--- config.mk ---
export PLATFORM = sky130hd
export DESIGN_NAME = date_time_set_editor_top
export DESIGN_NICKNAME = d
export VERILOG_FILES = /design/src/hw/rtl/dtse_pkg.sv /design/src/hw/rtl/dtse_edit.sv /design/src/hw/rtl/dtse_core.sv /design/src/hw/rtl/date_time_set_editor_top.sv
export SDC_FILE = /design/constraint.sdc
export NUM_CORES = 1
export LEC_CHECK = 0
export BUFFER_PORTS_ARGS = -buffer_cell sky130_fd_sc_hd__buf_2
export CAP_MARGIN = 15
export CELL_PAD_IN_SITES_DETAIL_PLACEMENT = 0
export CELL_PAD_IN_SITES_GLOBAL_PLACEMENT = 1
export CORE_MARGIN = 2
export CORE_UTILIZATION = 49
export DETAILED_ROUTE_END_ITERATION = 8
export PLACE_DENSITY = 0.87
export SYNTH_ARGS = -nofsm -noshare
export SYNTH_HDL_FRONTEND = slang
export SYNTH_SLANG_ARGS = --single-unit
--- constraint.sdc ---
create_clock -name clk -period 7.9 [get_ports clk]
set_input_delay 0.79 -clock clk [delete_from_list [all_inputs] [get_ports clk]]
set_output_delay 0.79 -clock clk [all_outputs]
set_load 0.02 [all_outputs]
--- src/hw/rtl/dtse_pkg.sv ---
// shared types and constants for the date and time set editor
// no dependencies
`timescale 1ns / 1ps
`default_nettype none

package dtse_pkg;

  localparam int BLINK_TICKS_DEF = 500;

  typedef enum logic [2:0] {
    OP_MODE  = 3'd0,
    OP_NEXT  = 3'd1,
    OP_INC   = 3'd2,
    OP_DEC   = 3'd3,
    OP_LOAD  = 3'd4,
    OP_TICK  = 3'd5
  } op_t;

  localparam logic [2:0] FIELD_YEAR   = 3'd0;
  localparam logic [2:0] FIELD_MONTH  = 3'd1;
  localparam logic [2:0] FIELD_DAY    = 3'd2;
  localparam logic [2:0] FIELD_HOUR   = 3'd3;
  localparam logic [2:0] FIELD_MINUTE = 3'd4;
  localparam logic [2:0] FIELD_SECOND = 3'd5;

  typedef struct packed {
    logic [6:0] year;
    logic [3:0] month;
    logic [4:0] day;
    logic [4:0] hour;
    logic [5:0] minute;
    logic [5:0] second;
  } date_t;

  typedef struct packed {
    logic [2:0] operation;
    logic [6:0] year_in;
    logic [3:0] month_in;
    logic [4:0] day_in;
    logic [4:0] hour_in;
    logic [5:0] minute_in;
    logic [5:0] second_in;
  } item_t;

  typedef struct packed {
    logic [6:0] year_out;
    logic [3:0] month_out;
    logic [4:0] day_out;
    logic [4:0] hour_out;
    logic [5:0] minute_out;
    logic [5:0] second_out;
    logic [2:0] field_selected;
    logic       in_set_mode;
    logic       blank_field;
    logic       commit_pulse;
  } result_t;

endpackage

`default_nettype wire

--- src/hw/rtl/dtse_edit.sv ---
// step of the selected date/time field up or down, with range repair (up: values above range; down: month and day)
// depends on dtse_pkg
`timescale 1ns / 1ps
`default_nettype none

module dtse_edit import dtse_pkg::*; (
  input  date_t      cur,
  input  logic [2:0] sel,
  input  logic       up,
  output date_t      nxt
);

  function automatic logic [4:0] month_len(input logic [3:0] m, input logic [6:0] y);
    logic [4:0] len;
    unique case (m) inside
      4'd1, 4'd3, 4'd5, 4'd7, 4'd8, 4'd10, 4'd12: len = 5'd31;
      4'd4, 4'd6, 4'd9, 4'd11:                     len = 5'd30;
      default:                                     len = (y[1:0] == 2'd0) ? 5'd29 : 5'd28;
    endcase
    return len;
  endfunction

  logic s_y, s_m, s_d, s_h, s_mi, s_s;
  logic [7:0] y1;
  logic [4:0] m1;
  logic [5:0] d1;
  logic [5:0] h1;
  logic [6:0] mi1;
  logic [6:0] s1;
  date_t      up_v;
  date_t      dn_v;
  logic [4:0] len_up;
  logic [4:0] len_dn;
  logic [4:0] d_dec;
  logic       d_low;

  always_comb begin
    s_m  = (sel == FIELD_MONTH);
    s_d  = (sel == FIELD_DAY);
    s_h  = (sel == FIELD_HOUR);
    s_mi = (sel == FIELD_MINUTE);
    s_s  = (sel == FIELD_SECOND);
    s_y  = !(s_m || s_d || s_h || s_mi || s_s);

    // increment path
    y1  = {1'b0, cur.year}   + {7'd0, s_y};
    m1  = {1'b0, cur.month}  + {4'd0, s_m};
    d1  = {1'b0, cur.day}    + {5'd0, s_d};
    h1  = {1'b0, cur.hour}   + {5'd0, s_h};
    mi1 = {1'b0, cur.minute} + {6'd0, s_mi};
    s1  = {1'b0, cur.second} + {6'd0, s_s};
    up_v.year   = (y1 > 8'd99) ? 7'd0 : y1[6:0];
    up_v.month  = (m1 > 5'd12) ? 4'd1 : m1[3:0];
    len_up      = month_len(up_v.month, up_v.year);
    up_v.day    = (d1 > {1'b0, len_up}) ? 5'd1 : d1[4:0];
    up_v.hour   = (h1 > 6'd23) ? 5'd0 : h1[4:0];
    up_v.minute = (mi1 > 7'd59) ? 6'd0 : mi1[5:0];
    up_v.second = (s1 > 7'd59) ? 6'd0 : s1[5:0];

    // decrement path
    if (s_y) begin
      dn_v.year = (cur.year == 7'd0) ? 7'd99 : cur.year - 7'd1;
    end else begin
      dn_v.year = cur.year;
    end
    if (s_m) begin
      dn_v.month = (cur.month <= 4'd1) ? 4'd12 : cur.month - 4'd1;
    end else begin
      dn_v.month = (cur.month == 4'd0) ? 4'd12 : cur.month;
    end
    len_dn = month_len(dn_v.month, dn_v.year);
    d_low  = s_d ? (cur.day <= 5'd1) : (cur.day == 5'd0);
    d_dec  = s_d ? cur.day - 5'd1 : cur.day;
    if (d_low) begin
      dn_v.day = len_dn;
    end else if (d_dec > len_dn) begin
      dn_v.day = 5'd1;
    end else begin
      dn_v.day = d_dec;
    end
    if (s_h) begin
      dn_v.hour = (cur.hour == 5'd0) ? 5'd23 : cur.hour - 5'd1;
    end else begin
      dn_v.hour = cur.hour;
    end
    if (s_mi) begin
      dn_v.minute = (cur.minute == 6'd0) ? 6'd59 : cur.minute - 6'd1;
    end else begin
      dn_v.minute = cur.minute;
    end
    if (s_s) begin
      dn_v.second = (cur.second == 6'd0) ? 6'd59 : cur.second - 6'd1;
    end else begin
      dn_v.second = cur.second;
    end

    nxt = up ? up_v : dn_v;
  end

endmodule

`default_nettype wire

--- src/hw/rtl/dtse_core.sv ---
// editor state: mode, field selection, blink counter and date/time registers
// depends on dtse_pkg and dtse_edit
`timescale 1ns / 1ps
`default_nettype none

module dtse_core import dtse_pkg::*; #(
  parameter int BLINK_TICKS = BLINK_TICKS_DEF
) (
  input  logic    clk,
  input  logic    rst,
  input  logic    en,
  input  item_t   item,
  output result_t res
);

  localparam int TickW = $clog2(BLINK_TICKS);

  logic             set_mode, set_mode_next;
  logic [2:0]       field_index, field_index_next;
  logic             blink_flag, blink_flag_next;
  logic [TickW-1:0] tick_count, tick_count_next;
  date_t            date, date_next;
  date_t            edited;
  logic             commit;
  logic [TickW:0]   tick_inc;

  dtse_edit u_edit (
    .cur (date),
    .sel (field_index),
    .up  (item.operation == OP_INC),
    .nxt (edited)
  );

  always_comb begin
    set_mode_next    = set_mode;
    field_index_next = field_index;
    blink_flag_next  = blink_flag;
    tick_count_next  = tick_count;
    date_next        = date;
    commit           = 1'b0;
    tick_inc         = {1'b0, tick_count} + {{TickW{1'b0}}, 1'b1};
    unique case (op_t'(item.operation)) inside
      OP_MODE: begin
        set_mode_next = !set_mode;
        commit        = set_mode;
      end
      OP_NEXT: begin
        if (set_mode) begin
          field_index_next = (field_index >= FIELD_SECOND) ? FIELD_YEAR
                                                          : field_index + 3'd1;
        end
      end
      OP_INC, OP_DEC: begin
        if (set_mode) begin
          date_next = edited;
        end
      end
      OP_LOAD: begin
        if (!set_mode) begin
          date_next.year   = item.year_in;
          date_next.month  = item.month_in;
          date_next.day    = item.day_in;
          date_next.hour   = item.hour_in;
          date_next.minute = item.minute_in;
          date_next.second = item.second_in;
        end
      end
      OP_TICK: begin
        if (tick_inc >= (TickW+1)'(BLINK_TICKS)) begin
          tick_count_next = '0;
          blink_flag_next = !blink_flag;
        end else begin
          tick_count_next = tick_inc[TickW-1:0];
        end
      end
      default: begin
      end
    endcase

    res.year_out       = date_next.year;
    res.month_out      = date_next.month;
    res.day_out        = date_next.day;
    res.hour_out       = date_next.hour;
    res.minute_out     = date_next.minute;
    res.second_out     = date_next.second;
    res.field_selected = field_index_next;
    res.in_set_mode    = set_mode_next;
    res.blank_field    = set_mode_next & blink_flag_next;
    res.commit_pulse   = commit;
  end

  always_ff @(posedge clk) begin
    if (rst) begin
      set_mode    <= 1'b0;
      field_index <= FIELD_YEAR;
      blink_flag  <= 1'b0;
      tick_count  <= '0;
      date        <= '{year: 7'd0, month: 4'd1, day: 5'd1, hour: 5'd0,
                       minute: 6'd0, second: 6'd0};
    end else if (en) begin
      set_mode    <= set_mode_next;
      field_index <= field_index_next;
      blink_flag  <= blink_flag_next;
      tick_count  <= tick_count_next;
      date        <= date_next;
    end
  end

endmodule

`default_nettype wire

--- src/hw/rtl/date_time_set_editor_top.sv ---
// date and time set editor: input register, update logic, result register
// path: an item is held in the input register, then its result in the result register
// throughput: one item per cycle unless result_ready stalls the result register; dtse_core updates its state per item
// reset: synchronous rst clears both pipeline valids and all editor state
// depends on dtse_pkg and dtse_core
`timescale 1ns / 1ps
`default_nettype none

module date_time_set_editor_top import dtse_pkg::*; #(
  parameter int BLINK_TICKS = BLINK_TICKS_DEF
) (
  input  logic    clk,
  input  logic    rst,
  input  logic    item_valid,
  output logic    item_ready,
  input  item_t   item,
  output logic    result_valid,
  input  logic    result_ready,
  output result_t result
);

  logic    stage_valid;
  item_t   stage;
  logic    advance;
  result_t res;

  assign advance    = stage_valid && (!result_valid || result_ready);
  assign item_ready = !stage_valid || advance;

  dtse_core #(.BLINK_TICKS(BLINK_TICKS)) u_core (
    .clk  (clk),
    .rst  (rst),
    .en   (advance),
    .item (stage),
    .res  (res)
  );

  always_ff @(posedge clk) begin
    if (rst) begin
      stage_valid  <= 1'b0;
      result_valid <= 1'b0;
    end else begin
      if (item_ready) begin
        stage_valid <= item_valid;
      end
      if (advance) begin
        result_valid <= 1'b1;
      end else if (result_ready) begin
        result_valid <= 1'b0;
      end
    end
  end

  always_ff @(posedge clk) begin
    if (item_ready && item_valid) begin
      stage <= item;
    end
    if (advance) begin
      result <= res;
    end
  end

endmodule

`default_nettype wire

; After elaboration in Yosys (flattened, before gate mapping)
; Cells that the tools add are included.
[word_totals]
output_inout_bits = 41
wordCells = 154
inputBits = 40
ff_bits = 124
[classes]
eq_ne = 32
n_reduce_logical = 29
n_lt_le_gt_ge = 11
mux = 38
add_sub_neg = 14
n_bitwise = 1
[ops]
columns = cell, count
row1 = $mux 33, 3
row2 = $pmux 33 s2, 1
row3 = $eq 4x4->1 const B, 10
row4 = $mux 6, 6
row5 = $mux 5, 7
row6 = $eq 4x3->1 const B, 8
row7 = $mux 7, 3
row8 = $mux 4, 4
row9 = $add 6x1->7, 2
row10 = $gt 7x6->1 const B, 2
row11 = $reduce_or 7->1, 2
row12 = $add 5x1->6, 2
row13 = $eq 3x2->1 const B, 4
row14 = $eq 3x3->1 const B, 4
row15 = $logic_not 6->1, 2
row16 = $sub 6x1->6 const B, 2
row17 = $add 9x1->10 const B, 1
row18 = $ge 10x9->1 const B, 1
row19 = $logic_not 5->1, 2
row20 = $sub 5x1->5 const B, 2
row21 = $mux 3, 3
row22 = $mux 9, 1
row23 = $add 7x1->8, 1
row24 = $eq 4x1->1 const B, 2
row25 = 28 further kinds, 50

; Longest topological paths before layout
; Gate-level depths: netlist of the first run.
[logic_depth]
depth_word = 17
depth_mapped = 21
ltp_nobuf = 20

; Cells and area by module
; A second synthesis of the first run with hierarchy kept.
[unflattened]
cells_unflattened = 828
area_unflattened_um2 = 7808.7
[modules_own_cells]
columns = module, n_inst, seq_area_each_um2, cells_each, area_per_inst_um2
row1 = dtse_core, 1, 940.9, 353, 2916.5
row2 = dtse_edit, 1, 0.0, 390, 2536.2
row3 = date_time_set_editor_top, 1, 2292.2, 85, 2356.0

; Least setup slack after synthesis of the first run
; Ideal clock, no wire load.
[synth_path]
path_kind = register -> register
start = reg u_core.field_index[2]
end = reg result[23] in the netlist's numbering, data pin
period_less_slack_ps = 4229
setup_slack_ps = 3671
arrival_time_ps = 3965
n_path_buf = 1
stages_incl_launch_ff = 22
setup_time_ps = 264
t_required_ps = 7636
cell_sequence = dfxtp_1 -> buf_2 -> inv_1 -> ha_1 -> a211oi_2 -> nand2_1 -> inv_1 -> ha_1 -> ha_1 -> nand2_1 -> or3_1 -> a211oi_1 -> a21bo_2 -> a2bb2oi_1 -> ha_1 -> nor2b_1 -> o2111ai_1 -> o21bai_1 -> or3_1 -> o311a_1 -> o31ai_2 -> nand3_1
[synth_lines]
columns = element, line
row1 = start: declaration, dtse_core.sv:19  ; logic [2:0] field_index, field_index_next;
row2 = start signal: assignment, dtse_core.sv:102  ; field_index <= field_index_next;
row3 = end signal: assignment, date_time_set_editor_top.sv:59  ; result <= res;
row4 = end: declaration, date_time_set_editor_top.sv:19  ; output result_t result

==> summary.txt, run 1 <==
Run status
  – Outcome: finished clean

Timing
  – Slew HR: 33.09%
  – Post-route minimum period: 4.969 ns
  – Worst Skew: 0.01244 ns
  – Max Freq: 0.2012 GHz
  – # setup viols final: 0
  – Setup TNS Final: 0 ns
  – Setup repair after global routing missed its margin: no
  – Final hold viol count: 0
  – Final Cycle Share: 62.90%
  – Slew @ Worst Pin: 1.004 ns
  – Final max-slew violation count: 0

Pwr
  – Total power: 1744 uW
  – PD cells: 194.3 mW/mm^2
  – Leakage: 0.003365 uW
  – Max VDD drop: 0.1558 mV

Flow run
  – Max Cap Viol: 0

Die
  – Num ports: 81
  – Row count: 46
  – Die area: 0.01730 mm^2
  – Die height: 131.5 um
  – Die width: 131.5 um
  – Initial Util: 50.18%
  – Core region area: 0.01589 mm^2

Synth
  – Seq/Total Area, Yosys: 40.56%
  – Flops & latches, synth: 124
  – Top cells by area, synth: edfxtp_1 28%, dfxtp_1 12%, ha_1 4.9%
  – Most frequent cell after synthesis: nor2_1
  – Most used DFF post-synth: edfxtp_1
  – FFs w/ async S/R, synth: 0%
  – EDFF count, synth: 75
  – Synth top area share: 28.25%
  – Avg Cell Area, Syn: 8.544 um^2
  – Post-synth top cells: 102 x nor2_1, 91 x nand2_1, 75 x edfxtp_1, 64 x o21ai_0, 63 x a21oi_1
  – Mapped Nets: 1,004
  – Synth unique cells: 84
  – Synth area leader: edfxtp_1
  – Synth Instances: 933
  – Synthesis Warnings: 0
  – Synthesized area: 0.007971 mm^2

Global route
  – Congestion Overflow GR: 0
  – Initial antenna violation count: 0
  – Largest net degree at the start of global routing: 47
  – Global-route wire length before repair: 34.97 mm
  – Gr usage total: 25.35%
  – Vias in the first global route: 6,626

Worst setup path
  – Crit-path cells: inv_1 > ha_1 > a211oi_2 > nand2_1 > inv_1 > ha_1 > ha_1 > nand2_1 > or3_1 > a211oi_1 > a21bo_2 > a2bb2oi_1 > ha_1 > nor2b_1 > o2111ai_1 > o21bai_1 > or3_1 > o311a_1 > o31ai_2 > nand3_1
  – Largest stage delay on the critical path: 0.55 ns
  – Crit Path Class: flip-flop to flip-flop
  – WP buf/inv: 2
  – Cell repeated most along the worst path: ha_1
  – WP data arrival: 5.13 ns
  – Worst setup EP type: flip-flop
  – CP max FO: 13
  – Family with the most delay on the worst path: compound AO/OA/AOI/OAI gates
  – Worst Path Required: 8.06 ns
  – Worst path slowest cell: dfxtp_1
  – CP startpoint kind: flip-flop

Route
  – Number of DRC markers in iteration 0: 886
  – Drt pass-1 iters: 5
  – Via count: 7,247
  – Post-route ant nets: 0
  – Via density: 6.075
  – Final wirelength: 21.82 mm
  – DRC: 0
  – Wire per inst: 18.29 um

Finish
  – NumNets Final: 1,035
  – Fill cells: 1,448
  – P&R area growth vs syn: 12.59%
  – Storage element area: 0.003233 mm^2
  – Share of cells above drive strength 1: 14.43%
  – Inserted Diodes: 0
  – Multi-input gate area: 0.004289 mm^2

CTS
  – Setup Buffers After CTS: 0
  – H-tree depth: 4
  – Clock Pin Slew Worst Setup and Hold Paths: 0.06 ns
  – Num Clock Sinks: 124
  – Worst-Skew Late Latency: 0.43 ns
  – CTS tree: done
  – Clock buffer depth: 2
  – Cts bufs inserted: 17
  – Hold_buf cts: 0
  – CTS root buffer: clkbuf_16
  – Post-CTS sizing: 0

Placement
  – # port buffers: 80
  – RD Place Congestion: 0.9035
  – Hpwl dp: 14.14 mm

Worst hold path
  – HP Class: flip-flop to flip-flop
## sequential cells by signal, indices dropped and copies added, names as in the netlist
name                cells
stage                  36
u_core.field_index      3
stage_valid             1
result_valid            1
result                 39
u_core.set_mode         1
u_core.blink_flag       1
u_core.tick_count       9
u_core.date            33
## layout by cell type, fill, tap and decap left out, types with 6 or more instances in the layout
cell type | netlist | routed
a31oi_1 | 19 | 19
a311oi_1 | 6 | 6
edfxtp_1 | 75 | 75
o21a_1 | 9 | 9
o21ai_0 | 64 | 64
xnor2_1 | 7 | 7
ha_1 | 31 | 31
buf_4 | 0 | 11
o31ai_1 | 9 | 9
and3_1 | 10 | 10
clkbuf_16 | 0 | 17
o211ai_1 | 11 | 11
a211oi_1 | 12 | 12
dfxtp_1 | 49 | 49
a22oi_1 | 9 | 9
buf_2 | 17 | 80
nor2b_1 | 11 | 11
nand3_1 | 37 | 37
or3_1 | 11 | 11
a221o_1 | 6 | 6
nand2_1 | 91 | 91
nor2_1 | 102 | 102
nand3b_1 | 6 | 6
inv_1 | 35 | 34
a21boi_0 | 8 | 8
nor3_1 | 30 | 30
a221oi_1 | 8 | 8
and2_1 | 7 | 6
xor2_1 | 11 | 11
o22ai_1 | 10 | 10
a21oi_1 | 63 | 63
nand2b_1 | 8 | 8
nor4_1 | 7 | 7
## per-stage QoR
step	setup slack [ns]	utilization, %	instances	hold slack [ns]	instance area, um^2
CTS	2.972	56.50	1193	0.5177	8975
global route	2.514	56.50	1193	0.5250	8975
global placement	3.258	52.95	1161	0.5043	8411
detailed placement	3.034	52.95	1161	0.5104	8411
finish	2.931	56.50	1193	0.5186	8975
floorplan	3.671	-	933	0.4752	7971
## final timing paths
kind                            cells after the start      endpoint  slack (ns)                  start
worst max-delay path                               20    result[23]        2.93  u_core.field_index[2]
worst min-delay path                                2  result_valid        0.52            stage_valid
worst max register to register                     20    result[23]        2.93  u_core.field_index[2]
worst min register to register                      2  result_valid        0.52            stage_valid
## kinds of logic (layout without fill, tap and decap cells)
family	count (synthesis)	count (layout)	synth area share [%]
AO/OA/AOI/OAI	288	288	24.33
XOR/XNOR	18	18	1.978
adder cells (fa/ha/maj)	31	31	4.866
buffers and inverters	115	159	5.776
flip-flops	124	124	40.56
multiplexers	5	5	0.6279
AND/OR/NAND/NOR	352	352	21.86
## tightest hold or removal path, delay by kind of cell (launching register included)
| family | cells | cell delay (ns) |
|---|---|---|
| DFF | 1 | 0.33 |
| and+or+nand+nor | 2 | 0.14 |
## metal layers
layer	track usage [%]	up-vias	wire, um
li1	-	3541	-
met1	36.35	3393	10240
met2	38.71	285	9817
met3	5.093	28	1447
met4	7.548	0	309
met5	0	-	0
## final cells by class
type                    instances  area share (%)
repair buffers                 91           5.381
well taps                     216           3.011
clock buffers                  24           5.256
flip-flops and latches        124           36.02
clock inverters                 8           1.032
inverters                      36           1.506
multi-input cells             694           47.79
## power by group
group	switching [uW]	internal, uW
clock network	286	478
logic	134	80.6
registers	41.0	725
total	460	1280
Power figures use the tool's default switching activity.
==> inputs of run 2 (changes only) <==
--- a/config.mk
+++ b/config.mk
@@ -10,9 +10,9 @@
 export CELL_PAD_IN_SITES_DETAIL_PLACEMENT = 0
 export CELL_PAD_IN_SITES_GLOBAL_PLACEMENT = 1
 export CORE_MARGIN = 2
-export CORE_UTILIZATION = 49
+export CORE_UTILIZATION = 41
 export DETAILED_ROUTE_END_ITERATION = 8
-export PLACE_DENSITY = 0.87
+export PLACE_DENSITY = 0.78
 export SYNTH_ARGS = -nofsm -noshare
 export SYNTH_HDL_FRONTEND = slang
 export SYNTH_SLANG_ARGS = --single-unit
==> constraint.sdc (replaced) <==
create_clock -name clk -period 4.2 [get_ports clk]
set_input_delay 0.42 -clock clk [delete_from_list [all_inputs] [get_ports clk]]
set_output_delay 0.42 -clock clk [all_outputs]
set_load 0.02 [all_outputs]
==> summary.txt, run 2 (synthesis gave the netlist of run 1 again) <==
Route
  – Number of DRC markers in iteration 0: 698
  – DRC: 0
  – Post-route ant nets: 0
  – Via density: 5.849
  – Drt pass-1 iters: 5
  – Via count: 7,376
  – Final wirelength: 23.54 mm
  – Wire per inst: 18.66 um

CTS
  – Cts bufs inserted: 17
  – CTS tree: done
  – Worst-Skew Late Latency: 0.44 ns
  – Clock Pin Slew Worst Setup and Hold Paths: 0.07 ns
  – H-tree depth: 4
  – Hold_buf cts: 0
  – Post-CTS sizing: 0
  – CTS root buffer: clkbuf_16
  – Setup Buffers After CTS: 0
  – Num Clock Sinks: 124
  – Clock buffer depth: 2

Die
  – Num ports: 81
  – Core region area: 0.01889 mm^2
  – Die width: 143.4 um
  – Die height: 143.4 um
  – Initial Util: 42.19%
  – Row count: 50
  – Die area: 0.02057 mm^2

Timing
  – Setup repair after global routing missed its margin: yes
  – Worst Skew: 0.01291 ns
  – # setup viols final: 0
  – Post-route minimum period: 3.985 ns
  – Final max-slew violation count: 0
  – Max Freq: 0.2509 GHz
  – Slew HR: 34.48%
  – Final hold viol count: 0
  – Final Cycle Share: 94.88%
  – Slew @ Worst Pin: 0.9828 ns

Placement
  – # port buffers: 80
  – Placed Cells: 1,229
  – Placed Area: 0.008668 mm^2
  – RD Place Congestion: 0.8807
  – Hpwl dp: 15.89 mm

Worst setup path
  – Cell repeated most along the worst path: ha_1
  – Crit-path cells: ha_1 > ha_1 > a211oi_2 > nand2_2 > inv_1 > ha_1 > ha_2 > nand2_1 > or3_4 > a211oi_2 > a21bo_2 > a2bb2oi_1 > ha_1 > nor2b_1 > o2111ai_1 > o21bai_1 > or3_1 > o311a_1 > o31ai_2 > nand3_1
  – CP max FO: 7
  – WP data arrival: 4.15 ns
  – Largest stage delay on the critical path: 0.39 ns
  – Critical path origin: u_core.field_index[0]
  – Worst path slowest cell: or3_4
  – Reg2reg start: u_core.field_index[0]
  – CP startpoint kind: flip-flop
  – Worst R2R Setup Slack: 0.21 ns
  – Worst Path Required: 4.37 ns
  – Worst setup EP type: flip-flop
  – Crit Path Class: flip-flop to flip-flop

Global route
  – Congestion Overflow GR: 0
  – Global-route wire length before repair: 37.38 mm
  – Largest net degree at the start of global routing: 45
  – Vias in the first global route: 6,858
  – Gr usage total: 23.48%
  – Initial antenna violation count: 0

Finish
  – Biggest register: result
  – Commonest non-fill, non-tap cell in the layout: nor2_1
  – NumNets Final: 1,059
  – Commonest non-fill, non-tap cells in the layout: 101 x nor2_1, 90 x nand2_1, 80 x buf_2
  – Share of cells above drive strength 1: 17.78%
  – Finished Layout Cells: 1,261
  – P&R area growth vs syn: 16.36%
  – Flip-flop count of the largest register after layout: 39
  – Top Registers: result (39), stage (36), u_core.date (33)
  – Final instance area: 0.009275 mm^2
  – Inserted Diodes: 0

Worst hold path
  – HP Class: primary input to flip-flop
  – Hold path startpoint: item[1]

Flow run
  – Max Cap Viol: 0

Run status
  – Outcome: finished clean

Pwr
  – Max VDD drop: 0.2625 mV
  – Leakage: 0.003492 uW
  – PD cells: 362.1 mW/mm^2
## run 2: final cells by class
type	instances	area [um^2]
tap	260	325.3
clock inverter	15	162.7
multi-input combinational	694	4310
timing repair buffer	115	675.6
fill	1834	9618
clock buffer	17	425.4
inverter	36	135.1
sequential	124	3241
## run 2: report_power, final
| part | leakage (uW) | switching [uW] | total (uW) | internal, uW |
|---|---|---|---|---|
| logic | 0.00209 | 272 | 434 | 163 |
| registers | 0.00112 | 67.6 | 1430 | 1360 |
| clock network | 0.000281 | 613 | 1500 | 882 |
## run 2: per-stage QoR
| step | setup WS, ns | setup TNS, ns | utilization, % | hold WS (ns) | power [uW] |
|---|---|---|---|---|---|
| 2_1_floorplan | 0.01443 | 0 | - | 0.4752 | 1739 |
| 3_3_place_gp | 0.1842 | 0 | 45.88 | 0.5043 | 1882 |
| 3_5_place_dp | 0.09479 | 0 | 45.88 | 0.4997 | 1883 |
| 4_1_cts | 0.07908 | 0 | 48.99 | 0.1417 | 3384 |
| 5_1_grt | -0.01945 | -0.01945 | 49.09 | 0.1374 | 3491 |
| 6_report | 0.2149 | 0 | 49.09 | 0.1551 | 3358 |
## run 2: worst max-delay path, delay by kind of cell, from the launching register on
kind	cells	cell delay, ns
AND/OR/NAND/NOR	6	1.05
buffers and inverters	1	0.07
flip-flops	1	0.36
adder cells (fa/ha/maj)	5	0.90
AO/OA/AOI/OAI	8	1.33
## run 2: final timing paths
check / end / cells past startpoint
max reg2reg: result[23] / 20
min: stage[1] / 1
max: result[23] / 20
min reg2reg: u_core.field_index[1] / 2
## run 2: metal layers
| layer | wire (um) | vias up | track usage, % |
|---|---|---|---|
| met4 | 364 | 0 | 5.934 |
| li1 | - | 3589 | - |
| met1 | 10780 | 3468 | 32.07 |
| met5 | 0 | - | 0 |
| met2 | 10710 | 296 | 37.09 |
| met3 | 1683 | 23 | 6.198 |
==> inputs of run 3 (changes only) <==
--- a/config.mk
+++ b/config.mk
@@ -12,7 +12,7 @@
 export CORE_MARGIN = 2
 export CORE_UTILIZATION = 41
 export DETAILED_ROUTE_END_ITERATION = 8
-export PLACE_DENSITY = 0.78
+export PLACE_DENSITY_LB_ADDON = 0.3
 export SYNTH_ARGS = -nofsm -noshare
 export SYNTH_HDL_FRONTEND = slang
 export SYNTH_SLANG_ARGS = --single-unit
==> summary.txt, run 3 (synthesis gave the netlist of run 1 again) <==
Finish
  – Inserted Diodes: 0
  – P&R area growth vs syn: 16.84%
  – NumNets Final: 1,061
  – Commonest non-fill, non-tap cell in the layout: nor2_1
  – Top Registers: result (39), stage (36), u_core.date (33)
  – Fill cells: 1,837
  – Flip-flop count of the largest register after layout: 39
  – Share of cells above drive strength 1: 18.05%
  – Finished Layout Cells: 1,263
  – Commonest non-fill, non-tap cells in the layout: 102 x nor2_1, 90 x nand2_1, 80 x buf_2
  – Biggest register: result
  – Final core utilization: 49.30%

Timing
  – Setup TNS Final: 0 ns
  – # setup viols final: 0
  – Setup repair after global routing missed its margin: no
  – Final hold viol count: 0
  – Post-route minimum period: 3.907 ns
  – Final max-slew violation count: 0
  – Max Freq: 0.2560 GHz
  – Slew HR: 34.79%
  – Slew @ Worst Pin: 0.9781 ns
  – Final Cycle Share: 93.02%
  – Worst Skew: 0.008735 ns

Global route
  – Gr usage total: 23.69%
  – Met2 Resource Use GR: 36.89%
  – GRT Max-Usage Layer: met2
  – Routing usage on met1: 32.89%
  – Vias in the first global route: 6,799
  – Congestion Overflow GR: 0
  – Largest net degree at the start of global routing: 47
  – Initial antenna violation count: 0
  – Global-route wire length before repair: 37.50 mm
  – M3 GR Usage: 3.999%

Pwr
  – P_sw: 916.9 uW
  – PD cells: 362.6 mW/mm^2
  – Seq pwr share: 42.4%
  – Net Sw Frac: 27.15%
  – Clock power frac: 44.7%
  – Max VDD drop: 0.3354 mV
  – Leakage: 0.003509 uW
  – P_int: 2460 uW
  – Comb power frac: 12.8%

Worst setup path
  – Worst R2R Setup Slack: 0.29 ns
  – CP startpoint kind: flip-flop
  – Crit Path Class: flip-flop to flip-flop
  – Worst Path Required: 4.37 ns
  – Worst R2R Path Depth: 20
  – Worst setup EP type: flip-flop
  – CP max FO: 5
  – WP data arrival: 4.07 ns

CTS
  – Cts bufs inserted: 17
  – Hold_buf cts: 0
  – Num Clock Sinks: 124
  – CTS root buffer: clkbuf_16
  – CTS tree: done
  – Clock buffer depth: 2
  – Clock Pin Slew Worst Setup and Hold Paths: 0.06 ns
  – Worst-Skew Late Latency: 0.43 ns
  – H-tree depth: 4

Route
  – DRC: 0
  – Wire per inst: 18.73 um
  – Post-route ant nets: 0
  – Number of DRC markers in iteration 0: 819
  – Via count: 7,367
  – Via density: 5.833
  – Final wirelength: 23.65 mm
  – Drt pass-1 iters: 7

Placement
  – # port buffers: 80
  – Hpwl dp: 15.59 mm
  – RD Place Congestion: 0.8958
  – Placed Cells: 1,228

Die
  – Die area: 0.02057 mm^2
  – Num ports: 81
  – Die width: 143.4 um
  – Initial Util: 42.19%
  – Core region area: 0.01889 mm^2
  – Die height: 143.4 um
  – Row count: 50

Run status
  – Outcome: finished clean

Worst hold path
  – HP Class: primary input to flip-flop
  – Worst Hold Path Cells: 1

Flow run
  – Max Cap Viol: 0
[run 3: area by class of cell]
cell class / instances / area, um^2 / share of cell area (%)
flip-flops and latches: 124 / 3236 / 34.74
repair buffers: 117 / 678.2 / 7.281
clock inverters: 14 / 171.4 / 1.840
clock buffers: 18 / 429.2 / 4.608
inverters: 36 / 135.1 / 1.451
well taps: 260 / 325.3 / 3.493
multi-input cells: 694 / 4339 / 46.59
[run 3: power by group through the flow]
stage / logic [uW] / clock network (uW) / registers, uW
floorplan: 298 / 0 / 1440
finish: 433 / 1510 / 1430
global route: 481 / 1590 / 1440
detailed placement: 425 / 0 / 1460
global placement: 423 / 0 / 1460
CTS: 428 / 1540 / 1430
[run 3: critical path: stages, from the launching register on]
cell,delay (ns)
dfxtp_2,0.34
ha_1,0.20
ha_1,0.21
a211oi_2,0.21
nand2_2,0.10
inv_2,0.08
ha_4,0.14
ha_4,0.15
nand2_1,0.08
or3_4,0.40
a211oi_2,0.22
a21bo_2,0.18
a2bb2oi_1,0.16
ha_1,0.16
nor2b_1,0.06
o2111ai_2,0.21
o21bai_2,0.13
or3_1,0.31
o311a_1,0.15
o31ai_2,0.08
nand3_1,0.10
[run 3: worst paths after layout]
path,startpoint,endpoint
worst min-delay path,item[11],stage[11]
worst max register to register,u_core.field_index[0],result[23]
worst max-delay path,u_core.field_index[0],result[23]
worst min register to register,u_core.field_index[1],u_core.field_index[1]
[run 3: timing repair]
action | CTS | global route
pin swaps | 0 | 4
endpoints found under the setup margin | 1 | 6
gates resized for setup | 1 | 9
gates cloned | 0 | 0
setup buffers | 0 | 3
[run 3: routing by layer]
| metal | routed length [um] | vias to the layer above |
|---|---|---|
| li1 | - | 3582 |
| met1 | 10730 | 3459 |
| met5 | 0 | - |
| met2 | 10790 | 275 |
| met3 | 1466 | 51 |
| met4 | 671 | 0 |
[run 3: stage by stage]
| step | cell area, um^2 | total power [uW] | hold WS, ns | setup WS, ns |
|---|---|---|---|---|
| 5_1_grt | 9314 | 3509 | 0.1505 | 0.005195 |
| 3_3_place_gp | 8648 | 1879 | 0.5027 | 0.1217 |
| 2_1_floorplan | 7981 | 1739 | 0.4752 | 0.01443 |
| 6_report | 9314 | 3377 | 0.1608 | 0.2932 |
| 3_5_place_dp | 8648 | 1881 | 0.5177 | 0.04942 |
| 4_1_cts | 9250 | 3397 | 0.1478 | 0.01213 |
